$ cat src/rtl/core/pffla_pkg.sv
// Shared types and constants for the page-frame free-list allocator.
// No dependencies.
package pffla_pkg;

  localparam int unsigned ADDR_W = 32;
  localparam int unsigned CFG_W  = 13;
  localparam int unsigned FC_W   = 13;
  localparam int unsigned FLAG_W = 3;

  localparam logic [1:0] OP_INIT  = 2'd0;
  localparam logic [1:0] OP_ALLOC = 2'd1;
  localparam logic [1:0] OP_FREE  = 2'd2;
  localparam logic [1:0] OP_NOP   = 2'd3;

  localparam logic [1:0] STATUS_OK       = 2'd0;
  localparam logic [1:0] STATUS_EMPTY    = 2'd1;
  localparam logic [1:0] STATUS_RANGE    = 2'd2;
  localparam logic [1:0] STATUS_NOTALLOC = 2'd3;

  localparam logic [1:0] REG_MEMORY_PAGES = 2'd0;
  localparam logic [1:0] REG_KERNEL_END   = 2'd1;
  localparam logic [1:0] REG_HEAP_PAGES   = 2'd2;

  localparam logic [CFG_W-1:0] MEMORY_PAGES_RST = 13'd4096;

  localparam logic [FLAG_W-1:0] FLAG_ALLOC  = 3'b001;
  localparam logic [FLAG_W-1:0] FLAG_KERNEL = 3'b010;
  localparam logic [FLAG_W-1:0] FLAG_HEAP   = 3'b100;
  localparam logic [FLAG_W-1:0] FLAG_ALL    = 3'b111;
  localparam logic [FLAG_W-1:0] FLAG_NONE   = 3'b000;

  typedef struct packed {
    logic [1:0]        op;
    logic [ADDR_W-1:0] free_address;
  } req_t;

  typedef struct packed {
    logic [ADDR_W-1:0] page_address;
    logic [1:0]        status;
    logic [FC_W-1:0]   free_count;
  } rsp_t;

  typedef struct packed {
    logic       init_start;
    logic       init_step;
    logic       init_finish;
    logic       ring_rd;
    logic       alloc_commit;
    logic       load_page;
    logic       free_commit;
    logic       emit;
    logic [1:0] status;
    logic       give_addr;
  } cmd_t;

  typedef struct packed {
    logic empty;
    logic range_err;
    logic alloc_bit;
    logic init_done;
  } stat_t;

endpackage

$ cat src/rtl/core/pffla_ctrl.sv
// Controller FSM for the page-frame allocator: sequences init, alloc and free.
// Depends on pffla_pkg.
module pffla_ctrl (
  input  logic             clk_i,
  input  logic             rst_ni,
  input  logic             start_i,
  input  logic [1:0]       op_i,
  input  pffla_pkg::stat_t stat_i,
  output pffla_pkg::cmd_t  cmd_o,
  output logic             busy_o
);
  import pffla_pkg::*;

  typedef enum logic [2:0] {
    S_IDLE,
    S_INIT_RUN,
    S_ALLOC_WR,
    S_FREE_WR
  } state_e;

  state_e state_q, state_d;
  cmd_t   cmd;

  always_comb begin
    cmd     = '0;
    state_d = state_q;
    case (state_q)
      S_IDLE: begin
        if (start_i) begin
          case (op_i)
            OP_INIT: begin
              cmd.init_start = 1'b1;
              state_d        = S_INIT_RUN;
            end
            OP_ALLOC: begin
              if (stat_i.empty) begin
                cmd.emit   = 1'b1;
                cmd.status = STATUS_EMPTY;
              end else begin
                cmd.ring_rd = 1'b1;
                state_d     = S_ALLOC_WR;
              end
            end
            OP_FREE: begin
              if (stat_i.range_err) begin
                cmd.emit   = 1'b1;
                cmd.status = STATUS_RANGE;
              end else begin
                cmd.load_page = 1'b1;
                state_d       = S_FREE_WR;
              end
            end
            default: begin
              cmd.emit   = 1'b1;
              cmd.status = STATUS_OK;
            end
          endcase
        end
      end
      S_INIT_RUN: begin
        if (stat_i.init_done) begin
          cmd.init_finish = 1'b1;
          cmd.emit        = 1'b1;
          cmd.status      = STATUS_OK;
          state_d         = S_IDLE;
        end else begin
          cmd.init_step = 1'b1;
        end
      end
      S_ALLOC_WR: begin
        cmd.alloc_commit = 1'b1;
        cmd.emit         = 1'b1;
        cmd.status       = STATUS_OK;
        cmd.give_addr    = 1'b1;
        state_d          = S_IDLE;
      end
      S_FREE_WR: begin
        cmd.emit = 1'b1;
        if (stat_i.alloc_bit) begin
          cmd.free_commit = 1'b1;
          cmd.status      = STATUS_OK;
        end else begin
          cmd.status = STATUS_NOTALLOC;
        end
        state_d = S_IDLE;
      end
      default: begin
        state_d = S_IDLE;
      end
    endcase
  end

  always_ff @(posedge clk_i or negedge rst_ni) begin
    if (!rst_ni) begin
      state_q <= S_IDLE;
    end else begin
      state_q <= state_d;
    end
  end

  assign cmd_o  = cmd;
  assign busy_o = (state_q != S_IDLE);

endmodule

$ cat config.mk
export PLATFORM = sky130hd
export DESIGN_NAME = pffla_ctrl
export DESIGN_NICKNAME = d
export VERILOG_FILES = /design/src/rtl/core/pffla_pkg.sv /design/src/rtl/core/pffla_ctrl.sv
export SDC_FILE = /design/constraint.sdc
export NUM_CORES = 1
export LEC_CHECK = 0
export ABC_AREA = 1
export BUFFER_PORTS_ARGS = -buffer_cell sky130_fd_sc_hd__buf_2
export CAP_MARGIN = 20
export CORE_AREA = 2 2 39 41
export DETAILED_ROUTE_END_ITERATION = 16
export DIE_AREA = 0 0 41 43
export PLACE_DENSITY = 0.48
export SETUP_SLACK_MARGIN = 0.2
export SYNTH_ARGS = -nofsm -noshare
export SYNTH_HDL_FRONTEND = slang
export SYNTH_SLANG_ARGS = --single-unit
$ cat constraint.sdc
create_clock -name clk_i -period 1.55 [get_ports clk_i]
set_clock_uncertainty 0.1 [all_clocks]
set_input_delay 0.0775 -clock clk_i [delete_from_list [all_inputs] [get_ports clk_i]]
set_output_delay 0.0775 -clock clk_i [all_outputs]
set_load 0.02 [all_outputs]
==> impl_metrics.sql, run 1 <==
INSERT INTO impl_metrics (metric_group, metric, value, unit) VALUES
('status', 'outcome', 'finished, final reports clean', ''),
('yosys', 'ffs_latches_synth', '2', ''),
('clock_network', 'clk_pin_slew_worst_setup_hold_paths', '0.03', 'ns'),
('power_and_ir_drop', 'power.switching', '0.3708', 'mW'),
('floorplan', 'num_io_pins', '21', ''),
('critical_path', 'timing.critical_path.fanout_max', '4', ''),
('power_and_ir_drop', 'power', '0.7722', 'mW'),
('yosys', 'sequential_fraction_of_the_synthesis_area', '0.1538', ''),
('clock_network', 'tritoncts', 'yes', ''),
('yosys', 'synthesis.instances', '48', ''),
('finish', 'n_fill_cell', '155', ''),
('floorplan', 'die_height', '43', 'um'),
('critical_path', 'critical_path.cell_chain', 'nor2_4 -> nand2_4 -> o31ai_2 -> buf_4', ''),
('placed_design', 'post-place-cells', '83', ''),
('grt', 'global_route_congestion_overflow_total', '0', ''),
('placed_design', 'portBuffers', '20', ''),
('floorplan', 'floorplan.rows', '14', ''),
('floorplan', 'design.die.area', '1763', 'um2'),
('route', 'avgRoutedWirePerCell', '8.556', 'um'),
('route', 'drc', '0', ''),
('yosys', 'postSynthNetCount', '62', ''),
('route', 'avgViaCountPerCell', '4.300', ''),
('clock_network', 'cts-root-to-sink-buffers', '2', ''),
('floorplan', 'design.core.area', '1384', 'um2'),
('timing', 'rsz0062_at_grt', 'yes', ''),
('critical_path', 'slowest_delay', '0.43', 'ns'),
('grt', 'grt_util_overall', '0.09337', ''),
('clock_network', 'cts_made_buffers', '3', ''),
('clock_network', 'clock_insertion_delay_at_the_later_pin_of_the_skew_report', '0.22', 'ns'),
('finish', 'fin_nets', '90', ''),
('route', 'iteration_0_drc_count_of_the_detailed_router', '3', ''),
('timing', 'timing.final.crit_share', '0.9017', ''),
('finish', 'registers.top_by_ff_count', 'state_q', ''),
('grt', 'number_of_global_route_vias_before_repair', '318', ''),
('timing', 'fmaxAchievable', '0.7155', 'GHz'),
('placed_design', 'place.gp.congestion', '0.6899', ''),
('critical_path', 'critPathRequiredTime', '1.37', 'ns'),
('route', 'via_count', '387', ''),
('power_and_ir_drop', 'combinationalPowerShare', '0.710', ''),
('finish', 'layout_commonest_cell', 'buf_2', ''),
('route', 'final_antenna_violating_net_count', '0', ''),
('timing', 'drv_slew', '0', ''),
('power_and_ir_drop', 'power.clock.fraction', '0.144', ''),
('timing', 'slew-limit-headroom', '0.8555', ''),
('timing', 'period_needed', '1.398', 'ns'),
('clock_network', 'cts_root_buf', 'clkbuf_4', ''),
('grt', 'grt_start_max_net_pins', '7', ''),
('grt', 'first_pass_grt_wire_length', '1.110', 'mm'),
('timing', 'report.final.hold_viol_count', '0', ''),
('timing', 'worst_slew_pin_slew', '0.2145', 'ns'),
('route', 'detail_route.first_pass.iterations', '2', ''),
('power_and_ir_drop', 'power_density', '1415', 'nW/um2'),
('power_and_ir_drop', 'netSwitchingFraction', '0.4802', ''),
('yosys', 'area_of_the_mapped_netlist', '325.3', 'um2'),
('min_path', 'worst_hold_path_type', 'in -> reg', ''),
('yosys', 'syn_area_per_cell', '6.777', 'um2'),
('finish', 'largest_register_ffs', '2', ''),
('timing', 'final_setup_violation_count', '0', ''),
('finish', 'area_growth_syn_to_layout', '67.69', '%'),
('floorplan', 'initial_standard_cell_utilization_of_the_core', '0.2351', ''),
('finish', 'insertedDiodeCount', '0', ''),
('yosys', 'yosys.cell_types.count', '18', ''),
('finish', 'mostFrequentLayoutCells', '12 x buf_2, 11 x nand2_1, 8 x inv_1, 8 x buf_4, 5 x ha_1', ''),
('flow_run', 'max_cap_violations', '0', ''),
('finish', 'largest_registers', 'state_q x2', ''),
('power_and_ir_drop', 'power_report.internal_total', '0.4014', 'mW'),
('clock_network', 'clock_sinks', '2', ''),
('timing', 'setup_tns', '0', 'ns'),
('finish', 'post_route_cells_drive_above_1_share', '0.5405', ''),
('power_and_ir_drop', 'leakagePower', '0.3234', 'nW'),
('clock_network', 'ctsHtreeMaxLevel', '1', ''),
('critical_path', 'timing.critical_path.to_type', 'output port', ''),
('power_and_ir_drop', 'power.sequential.fraction', '0.145', ''),
('critical_path', 'worst-endpoint-arrival', '1.22', 'ns'),
('critical_path', 'timing.critical_path.slowest_stage_cell', 'dfrtp_2', ''),
('grt', 'antenna_found_initial', '0', ''),
('critical_path', 'crit_type', 'reg -> out', ''),
('critical_path', 'critical_path.startpoint_type', 'register', ''),
('finish', 'post_layout_nonfiller_instances', '90', ''),
('floorplan', 'die_w', '41', 'um'),
('route', 'total_wirelength_of_the_detailed_routed_design', '770', 'um'),
('power_and_ir_drop', 'vdd_drop_max', '0.0003899', 'V'),
('yosys', 'synth.yosys.warnings', '0', '');
==> metrics by stage <==
step / utilization / area (um2) / hold slack (ns) / setup slack [ns]
floorplan: - / 325.3 / -0.3181 / 0.2926
global placement: 0.3165 / 437.9 / -0.2372 / 0.2845
detailed placement: 0.3165 / 437.9 / -0.2372 / 0.2650
CTS: 0.3608 / 499.2 / 0.06425 / 0.1492
global route: 0.3942 / 545.5 / 0.07754 / 0.09826
finish: 0.3942 / 545.5 / 0.06138 / 0.1523
==> worst max-delay path: cells and delay by family, from the launching register on <==
| kind | cells | cell delay [ns] |
|---|---|---|
| DFF | 1 | 0.43 |
| and+or+nand+nor | 2 | 0.23 |
| AOI/OAI and AO/OA | 1 | 0.17 |
| buffers and inverters | 1 | 0.17 |
==> cell type report <==
| type | instances | area [um2] | area share |
|---|---|---|---|
| tap | 16 | 20.02 | 0.03670 |
| clock buffer | 3 | 22.52 | 0.04128 |
| inverter | 10 | 37.54 | 0.06881 |
| sequential | 2 | 52.55 | 0.09633 |
| multi-input combinational | 35 | 249.0 | 0.4564 |
| timing repair buffer | 24 | 163.9 | 0.3005 |
==> power by group through the flow <==
stage	logic [mW]	registers [mW]	clock network, mW
after detailed placement	0.398	0.110	0
after global routing	0.602	0.117	0.118
after floorplan	0.296	0.106	0
after global placement	0.401	0.109	0
final	0.548	0.112	0.111
after CTS	0.454	0.110	0.116
==> per-layer routing <==
layer | vias to the layer above | track usage | wire [um]
li1 | 202 | - | -
met1 | 172 | 0.1029 | 331
met4 | 0 | 0.06000 | 0
met5 | - | 0 | 0
met2 | 13 | 0.1438 | 383
met3 | 0 | 0.03141 | 54
==> repair_timing <==
action,4_1_cts,5_1_grt
hold buffers,1,0
pin swaps,2,4
endpoints found under the setup margin,5,9
cloned,0,0
buffers inserted,2,1
endpoints found under the hold margin,2,0
gates resized for setup,6,11
==> synthesized netlist by cell type <==
master	number	area [um2]
nor3b_2	2	25.02
nor3_1	2	10.01
nand3_2	1	10.01
inv_1	8	30.03
nand2_2	1	6.260
a21oi_1	1	5.000
ha_1	5	62.56
buf_4	1	7.510
nand3_1	3	15.01
nor2_4	1	11.26
dfrtp_1	2	50.05
o21ai_0	1	5.000
nor2_1	4	15.01
nand2_1	11	41.29
nor2_2	1	6.260
inv_2	2	7.510
o21ai_1	1	5.000
o31ai_2	1	12.51
==> cells by family after synthesis <==
| group | after synthesis | synth area share |
|---|---|---|
| AO/OA/AOI/OAI | 4 | 0.08456 |
| AND/OR/NAND/NOR | 26 | 0.4308 |
| buffers and inverters | 11 | 0.1385 |
| flip-flops | 2 | 0.1539 |
| adder cells (fa/ha/maj) | 5 | 0.1923 |
==> path summary, 6_finish.rpt <==
| check | start | endpoint | slack [ns] | cells after the start |
|---|---|---|---|---|
| worst min-delay path | stat_i[0] | state_q[0]$_DFFE_PN0P_ | 0.06 | 4 |
| worst min register to register | state_q[0]$_DFFE_PN0P_ | state_q[0]$_DFFE_PN0P_ | 0.52 | 2 |
| worst max-delay path | state_q[1]$_DFFE_PN0P_ | cmd_o[2] | 0.15 | 4 |
| worst max register to register | state_q[1]$_DFFE_PN0P_ | state_q[0]$_DFFE_PN0P_ | 0.25 | 8 |
| min in group asynchronous | rst_ni | state_q[1]$_DFFE_PN0P_ | 0.07 | 2 |
| max in group asynchronous | rst_ni | state_q[0]$_DFFE_PN0P_ | 1.17 | 2 |
(Power assumes the default switching activity.)
==> run 2, diff against run 1 <==
--- a/config.mk
+++ b/config.mk
@@ -11,6 +11,7 @@
 export CORE_AREA = 2 2 39 41
 export DETAILED_ROUTE_END_ITERATION = 16
 export DIE_AREA = 0 0 41 43
+export MAX_ROUTING_LAYER = met4
 export PLACE_DENSITY = 0.48
 export SETUP_SLACK_MARGIN = 0.2
 export SYNTH_ARGS = -nofsm -noshare
==> run 2 against run 1 <==
  * Flip-flop and latch count is the same
  * Sequential power is essentially flat
  * Design area grew 0.46%
  * Worst hold slack gained 0.0017 ns
==> impl_metrics.sql, run 2 (same netlist as run 1, synthesis figures left out) <==
INSERT INTO impl_metrics (metric_group, metric, value, unit) VALUES
('grt', 'first_pass_grt_wire_length', '1.110', 'mm'),
('flow_run', 'max_cap_violations', '0', ''),
('power_and_ir_drop', 'combinationalPowerShare', '0.715', ''),
('power_and_ir_drop', 'power_density', '1432', 'nW/um2'),
('timing', 'timing.final.ws_setup', '0.1541', 'ns'),
('timing', 'final_setup_violation_count', '0', ''),
('min_path', 'worst_hold_path_type', 'in -> reg', ''),
('placed_design', 'portBuffers', '20', ''),
('clock_network', 'cts-root-to-sink-buffers', '2', ''),
('clock_network', 'cts_made_buffers', '3', ''),
('finish', 'post_route_cells_drive_above_1_share', '0.5333', ''),
('timing', 'report.final.hold_viol_count', '0', ''),
('timing', 'setup_tns', '0', 'ns'),
('floorplan', 'floorplan.rows', '14', ''),
('placed_design', 'place.gp.congestion', '0.6972', ''),
('route', 'avgRoutedWirePerCell', '8.714', 'um'),
('route', 'drc', '0', ''),
('power_and_ir_drop', 'power.clock.fraction', '0.142', ''),
('clock_network', 'tritoncts', 'yes', ''),
('clock_network', 'ctsHtreeMaxLevel', '1', ''),
('finish', 'registers.top_by_ff_count', 'state_q', ''),
('clock_network', 'clk_pin_slew_worst_setup_hold_paths', '0.03', 'ns'),
('grt', 'number_of_global_route_vias_before_repair', '319', ''),
('timing', 'holdWs', '0.06304', 'ns'),
('finish', 'mostFrequentLayoutCells', '13 x buf_2, 11 x nand2_1, 9 x buf_4, 8 x inv_1, 5 x ha_1', ''),
('power_and_ir_drop', 'vdd_drop_max', '0.0004123', 'V'),
('route', 'total_wirelength_of_the_detailed_routed_design', '793', 'um'),
('route', 'detail_route.first_pass.iterations', '4', ''),
('finish', 'fin_nets', '91', ''),
('grt', 'grt_start_max_net_pins', '7', ''),
('critical_path', 'critPathRequiredTime', '1.37', 'ns'),
('status', 'outcome', 'finished, final reports clean', ''),
('critical_path', 'critical_path.startpoint_type', 'register', ''),
('grt', 'global_route_congestion_overflow_total', '0', ''),
('floorplan', 'die_height', '43', 'um'),
('floorplan', 'initial_standard_cell_utilization_of_the_core', '0.2351', ''),
('route', 'via_count', '398', ''),
('grt', 'grt_util_overall', '0.09568', ''),
('placed_design', 'post-place-cells', '83', ''),
('critical_path', 'critPathTopFamily', 'flip-flops', ''),
('power_and_ir_drop', 'power', '0.7849', 'mW'),
('power_and_ir_drop', 'leakagePower', '0.3262', 'nW'),
('route', 'final_antenna_violating_net_count', '0', ''),
('floorplan', 'design.core.area', '1384', 'um2'),
('critical_path', 'worst-endpoint-arrival', '1.22', 'ns'),
('critical_path', 'critPathBufInv', '1', ''),
('grt', 'antenna_found_initial', '0', ''),
('critical_path', 'critical_path.cell_chain', 'nor2_4 -> nand2_4 -> o31ai_2 -> buf_4', ''),
('critical_path', 'crit_type', 'reg -> out', ''),
('timing', 'worst_slew_pin_slew', '0.1740', 'ns'),
('placed_design', 'placed_cell_area', '437.9', 'um2'),
('clock_network', 'clock_sinks', '2', ''),
('critical_path', 'timing.critical_path.to_type', 'output port', ''),
('route', 'iteration_0_drc_count_of_the_detailed_router', '2', ''),
('finish', 'area_growth_syn_to_layout', '68.46', '%'),
('power_and_ir_drop', 'power_report.internal_total', '0.4033', 'mW'),
('floorplan', 'design.die.area', '1763', 'um2'),
('finish', 'largest_register_ffs', '2', ''),
('critical_path', 'timing.critical_path.fanout_max', '4', ''),
('clock_network', 'clock_insertion_delay_at_the_later_pin_of_the_skew_report', '0.22', 'ns'),
('finish', 'insertedDiodeCount', '0', ''),
('timing', 'period_needed', '1.396', 'ns'),
('critical_path', 'slowest_delay', '0.43', 'ns'),
('critical_path', 'timing.critical_path.slowest_stage_cell', 'dfrtp_2', ''),
('route', 'avgViaCountPerCell', '4.374', ''),
('timing', 'rsz0062_at_grt', 'yes', ''),
('floorplan', 'die_w', '41', 'um'),
('timing', 'slew-limit-headroom', '0.8831', ''),
('timing', 'timing.final.crit_share', '0.9006', ''),
('finish', 'post_layout_nonfiller_instances', '91', ''),
('finish', 'stdcell_area', '548.0', 'um2'),
('power_and_ir_drop', 'netSwitchingFraction', '0.4862', ''),
('finish', 'finalCoreUtilization', '0.3960', ''),
('finish', 'layout_commonest_cell', 'buf_2', ''),
('power_and_ir_drop', 'power.switching', '0.3816', 'mW'),
('finish', 'largest_registers', 'state_q x2', ''),
('power_and_ir_drop', 'power.sequential.fraction', '0.143', ''),
('timing', 'drv_slew', '0', ''),
('timing', 'fmaxAchievable', '0.7164', 'GHz'),
('placed_design', 'worst_slack_at_placement', '0.2650', 'ns'),
('clock_network', 'cts_root_buf', 'clkbuf_4', ''),
('floorplan', 'num_io_pins', '21', '');
## run 2: changes by cell type in the layout (fill, tap and decap cells not counted), sizes merged
cell,change
buf,+1
## run 2: path summary, 6_finish.rpt
| check | slack [ns] | cells past startpoint | from | endpoint |
|---|---|---|---|---|
| setup / recovery | 0.15 | 4 | state_q[1]$_DFFE_PN0P_ | cmd_o[2] |
| hold / removal | 0.06 | 4 | stat_i[0] | state_q[0]$_DFFE_PN0P_ |
| setup reg to reg | 0.26 | 8 | state_q[1]$_DFFE_PN0P_ | state_q[0]$_DFFE_PN0P_ |
| hold reg to reg | 0.52 | 2 | state_q[0]$_DFFE_PN0P_ | state_q[0]$_DFFE_PN0P_ |
| max in group asynchronous | 1.17 | 2 | rst_ni | state_q[0]$_DFFE_PN0P_ |
| min in group asynchronous | 0.07 | 2 | rst_ni | state_q[1]$_DFFE_PN0P_ |
## run 2: final cells by class
| cell class | count | area [um2] |
|---|---|---|
| clock buffer | 3 | 22.52 |
| fill | 153 | 835.8 |
| inverter | 10 | 40.04 |
| multi-input combinational | 35 | 247.7 |
| sequential | 2 | 52.55 |
| tap | 16 | 20.02 |
| timing repair buffer | 25 | 165.2 |
## run 2: tightest hold or removal path, cell delays in order
cell and delay (ns):
buf_2 0.07, inv_1 0.05, nand3_2 0.09, nand2_1 0.05
## run 2: routing by layer
metal | GRT usage | vias to the layer above | wire, um
li1 | - | 205 | -
met1 | 0.1029 | 178 | 322
met2 | 0.1438 | 15 | 408
met3 | 0.03141 | 0 | 61
met4 | 0.06000 | 0 | 0
met5 | - | - | 0
## run 2: timing repair
action / CTS / global route
buffers inserted: 2 / 2
hold buffers: 1 / 0
endpoints found under the hold margin: 2 / 0
resized for setup: 6 / 10
setup endpoints to repair: 5 / 9
pin swaps: 2 / 3
## run 2: power by group through the flow
| stage | logic (mW) | clock network, mW | registers, mW |
|---|---|---|---|
| 2_1_floorplan | 0.296 | 0 | 0.106 |
| 3_3_place_gp | 0.401 | 0 | 0.109 |
| 3_5_place_dp | 0.398 | 0 | 0.110 |
| 4_1_cts | 0.454 | 0.116 | 0.110 |
| 5_1_grt | 0.612 | 0.118 | 0.117 |
| 6_report | 0.561 | 0.111 | 0.112 |
==> run 3, diff against run 2 <==
--- a/config.mk
+++ b/config.mk
@@ -11,6 +11,7 @@
 export CORE_AREA = 2 2 39 41
 export DETAILED_ROUTE_END_ITERATION = 16
 export DIE_AREA = 0 0 41 43
+export GPL_TIMING_DRIVEN = 0
 export MAX_ROUTING_LAYER = met4
 export PLACE_DENSITY = 0.48
 export SETUP_SLACK_MARGIN = 0.2
==> run 3 against run 2 <==
  * Combinational power is 18% higher
  * Utilization rose by 4.2 points
  * Register-to-register slack gained 0.02 ns
  * Wire length up 4.3%
  * Maximum frequency down 1.2%
  * Via count rose by 2.5%
  * Highest routed layer unchanged
  * Sequential power shrank 4%
  * Design area is 11% higher
  * Global-route usage increased by 0.31 points
  * Final cell count is 2.2% higher
  * Sequential share of layout area is 0.91 points lower
==> impl_metrics.sql, run 3 (same netlist as run 1, synthesis figures left out) <==
INSERT INTO impl_metrics (metric_group, metric, value, unit) VALUES
('status', 'outcome', 'finished, final reports clean', ''),
('floorplan', 'floorplan.rows', '14', ''),
('critical_path', 'timing.critical_path.fanout_max', '3', ''),
('timing', 'rsz0062_at_grt', 'yes', ''),
('placed_design', 'detailed_place_hpwl', '563.9', 'um'),
('critical_path', 'critical_path.startpoint_type', 'register', ''),
('finish', 'finalCoreUtilization', '0.4376', ''),
('critical_path', 'worst-endpoint-arrival', '1.24', 'ns'),
('route', 'avgRoutedWirePerCell', '8.892', 'um'),
('timing', 'period_needed', '1.413', 'ns'),
('power_and_ir_drop', 'power', '0.8855', 'mW'),
('grt', 'm3_gr_usage', '0.01571', ''),
('floorplan', 'design.die.area', '1763', 'um2'),
('finish', 'n_fill_cell', '137', ''),
('clock_network', 'cts_made_buffers', '3', ''),
('finish', 'largest_register_ffs', '2', ''),
('power_and_ir_drop', 'power_report.internal_total', '0.4593', 'mW'),
('route', 'avgViaCountPerCell', '4.387', ''),
('power_and_ir_drop', 'combinationalPowerShare', '0.749', ''),
('timing', 'final_setup_violation_count', '0', ''),
('placed_design', 'portBuffers', '20', ''),
('power_and_ir_drop', 'power.clock.fraction', '0.129', ''),
('timing', 'timing.final.crit_share', '0.9115', ''),
('timing', 'slew-limit-headroom', '0.8709', ''),
('placed_design', 'place.gp.congestion', '0.6797', ''),
('route', 'drc', '0', ''),
('finish', 'post_route_cells_drive_above_1_share', '0.6364', ''),
('grt', 'grt_util_overall', '0.09877', ''),
('timing', 'worst_slew_pin_slew', '0.1924', 'ns'),
('route', 'total_wirelength_of_the_detailed_routed_design', '827', 'um'),
('timing', 'setup_tns', '0', 'ns'),
('route', 'detail_route.first_pass.iterations', '1', ''),
('grt', 'grt_start_max_net_pins', '6', ''),
('finish', 'area.sequential', '52.55', 'um2'),
('floorplan', 'die_height', '43', 'um'),
('critical_path', 'timing.critical_path.to_type', 'output port', ''),
('route', 'via_count', '408', ''),
('clock_network', 'cts_root_buf', 'clkbuf_4', ''),
('power_and_ir_drop', 'power_density', '1462', 'nW/um2'),
('grt', 'groute.layer.met1.usage', '0.1061', ''),
('power_and_ir_drop', 'netSwitchingFraction', '0.4813', ''),
('power_and_ir_drop', 'leakagePower', '0.3410', 'nW'),
('critical_path', 'critPathRequiredTime', '1.37', 'ns'),
('finish', 'largest_registers', 'state_q x2', ''),
('min_path', 'worst_hold_path_type', 'in -> async', ''),
('finish', 'multi_input_area', '280.3', 'um2'),
('flow_run', 'max_cap_violations', '0', ''),
('route', 'iteration_0_drc_count_of_the_detailed_router', '0', ''),
('finish', 'area_growth_syn_to_layout', '86.15', '%'),
('clock_network', 'clock_sinks', '2', ''),
('power_and_ir_drop', 'power.switching', '0.4262', 'mW'),
('floorplan', 'die_w', '41', 'um'),
('finish', 'registers.top_by_ff_count', 'state_q', ''),
('finish', 'fin_nets', '93', ''),
('clock_network', 'clk_pin_slew_worst_setup_hold_paths', '0.03', 'ns'),
('critical_path', 'worstRegToRegCells', '8', ''),
('critical_path', 'ff2ff_setup_slack', '0.28', 'ns'),
('finish', 'insertedDiodeCount', '0', ''),
('timing', 'report.final.hold_viol_count', '0', ''),
('grt', 'busiest_layer', 'met2', ''),
('grt', 'number_of_global_route_vias_before_repair', '340', ''),
('grt', 'antenna_found_initial', '0', ''),
('finish', 'layout_commonest_cell', 'buf_2', ''),
('clock_network', 'clock_insertion_delay_at_the_later_pin_of_the_skew_report', '0.22', 'ns'),
('grt', 'global_route_congestion_overflow_total', '0', ''),
('clock_network', 'tritoncts', 'yes', ''),
('grt', 'groute.layer.met2.usage', '0.1594', ''),
('floorplan', 'initial_standard_cell_utilization_of_the_core', '0.2351', ''),
('floorplan', 'design.core.area', '1384', 'um2'),
('power_and_ir_drop', 'power.sequential.fraction', '0.122', ''),
('timing', 'fmaxAchievable', '0.7078', 'GHz'),
('power_and_ir_drop', 'vdd_drop_max', '0.0004791', 'V'),
('critical_path', 'crit_type', 'reg -> out', ''),
('grt', 'first_pass_grt_wire_length', '1.179', 'mm'),
('timing', 'drv_slew', '0', ''),
('finish', 'mostFrequentLayoutCells', '12 x buf_2, 10 x buf_4, 8 x nand2_1, 7 x inv_1, 5 x ha_1', ''),
('clock_network', 'ctsHtreeMaxLevel', '1', ''),
('floorplan', 'num_io_pins', '21', ''),
('route', 'final_antenna_violating_net_count', '0', ''),
('clock_network', 'cts-root-to-sink-buffers', '2', '');
run 3: layout make-up:
cell class              instances  area share
repair buffers                 26      0.3017
well taps                      16     0.03306
plain buffers                   1     0.01240
inverters                      10     0.06612
flip-flops and latches          2     0.08678
clock buffers                   3     0.03719
multi-input cells              35      0.4628
run 3: what timing repair did:
action                                  in CTS  in global routing
endpoints found under the hold margin        2                  0
endpoints found under the setup margin       5                 10
setup buffers                                4                  1
hold buffers                                 1                  0
pin swaps                                    2                  5
gates resized for setup                      8                 20
run 3: worst paths after layout:
| check | start | end |
|---|---|---|
| worst min-delay path | rst_ni | state_q[0]$_DFFE_PN0P_ |
| min in group clk_i | stat_i[0] | state_q[0]$_DFFE_PN0P_ |
| worst max register to register | state_q[0]$_DFFE_PN0P_ | state_q[0]$_DFFE_PN0P_ |
| worst min register to register | state_q[1]$_DFFE_PN0P_ | state_q[0]$_DFFE_PN0P_ |
| worst max-delay path | state_q[0]$_DFFE_PN0P_ | cmd_o[2] |
| max in group asynchronous | rst_ni | state_q[1]$_DFFE_PN0P_ |
run 3: routing by layer:
| layer | routed length (um) | vias up | share of wire |
|---|---|---|---|
| li1 | - | 209 | - |
| met1 | 316 | 186 | 0.38 |
| met2 | 457 | 13 | 0.55 |
| met3 | 54 | 0 | 0.065 |
| met4 | 0 | 0 | 0 |
| met5 | 0 | - | 0 |
run 3: power groups by stage:
stage | Combinational [mW] | Clock, mW | Sequential [mW]
floorplan | 0.296 | 0 | 0.106
global placement | 0.410 | 0 | 0.112
detailed placement | 0.408 | 0 | 0.111
CTS | 0.524 | 0.118 | 0.108
global route | 0.715 | 0.124 | 0.112
finish | 0.664 | 0.114 | 0.108
run 3: through the flow:
step	setup slack, ns	cell area (um2)	hold WS [ns]	instances
4_1_cts	0.1312	526.8	0.05175	92
3_5_place_dp	0.2469	445.4	-0.2366	84
3_3_place_gp	0.2242	445.4	-0.2386	84
6_report	0.1371	605.6	0.06732	93
2_1_floorplan	0.2926	325.3	-0.3181	48
5_1_grt	0.08042	605.6	0.07950	93
run 3: worst max-delay path: stages (launching register included):
cell	delay, ns
dfrtp_2	0.42
nor2_4	0.15
nand2_4	0.07
o31ai_2	0.19
buf_4	0.18
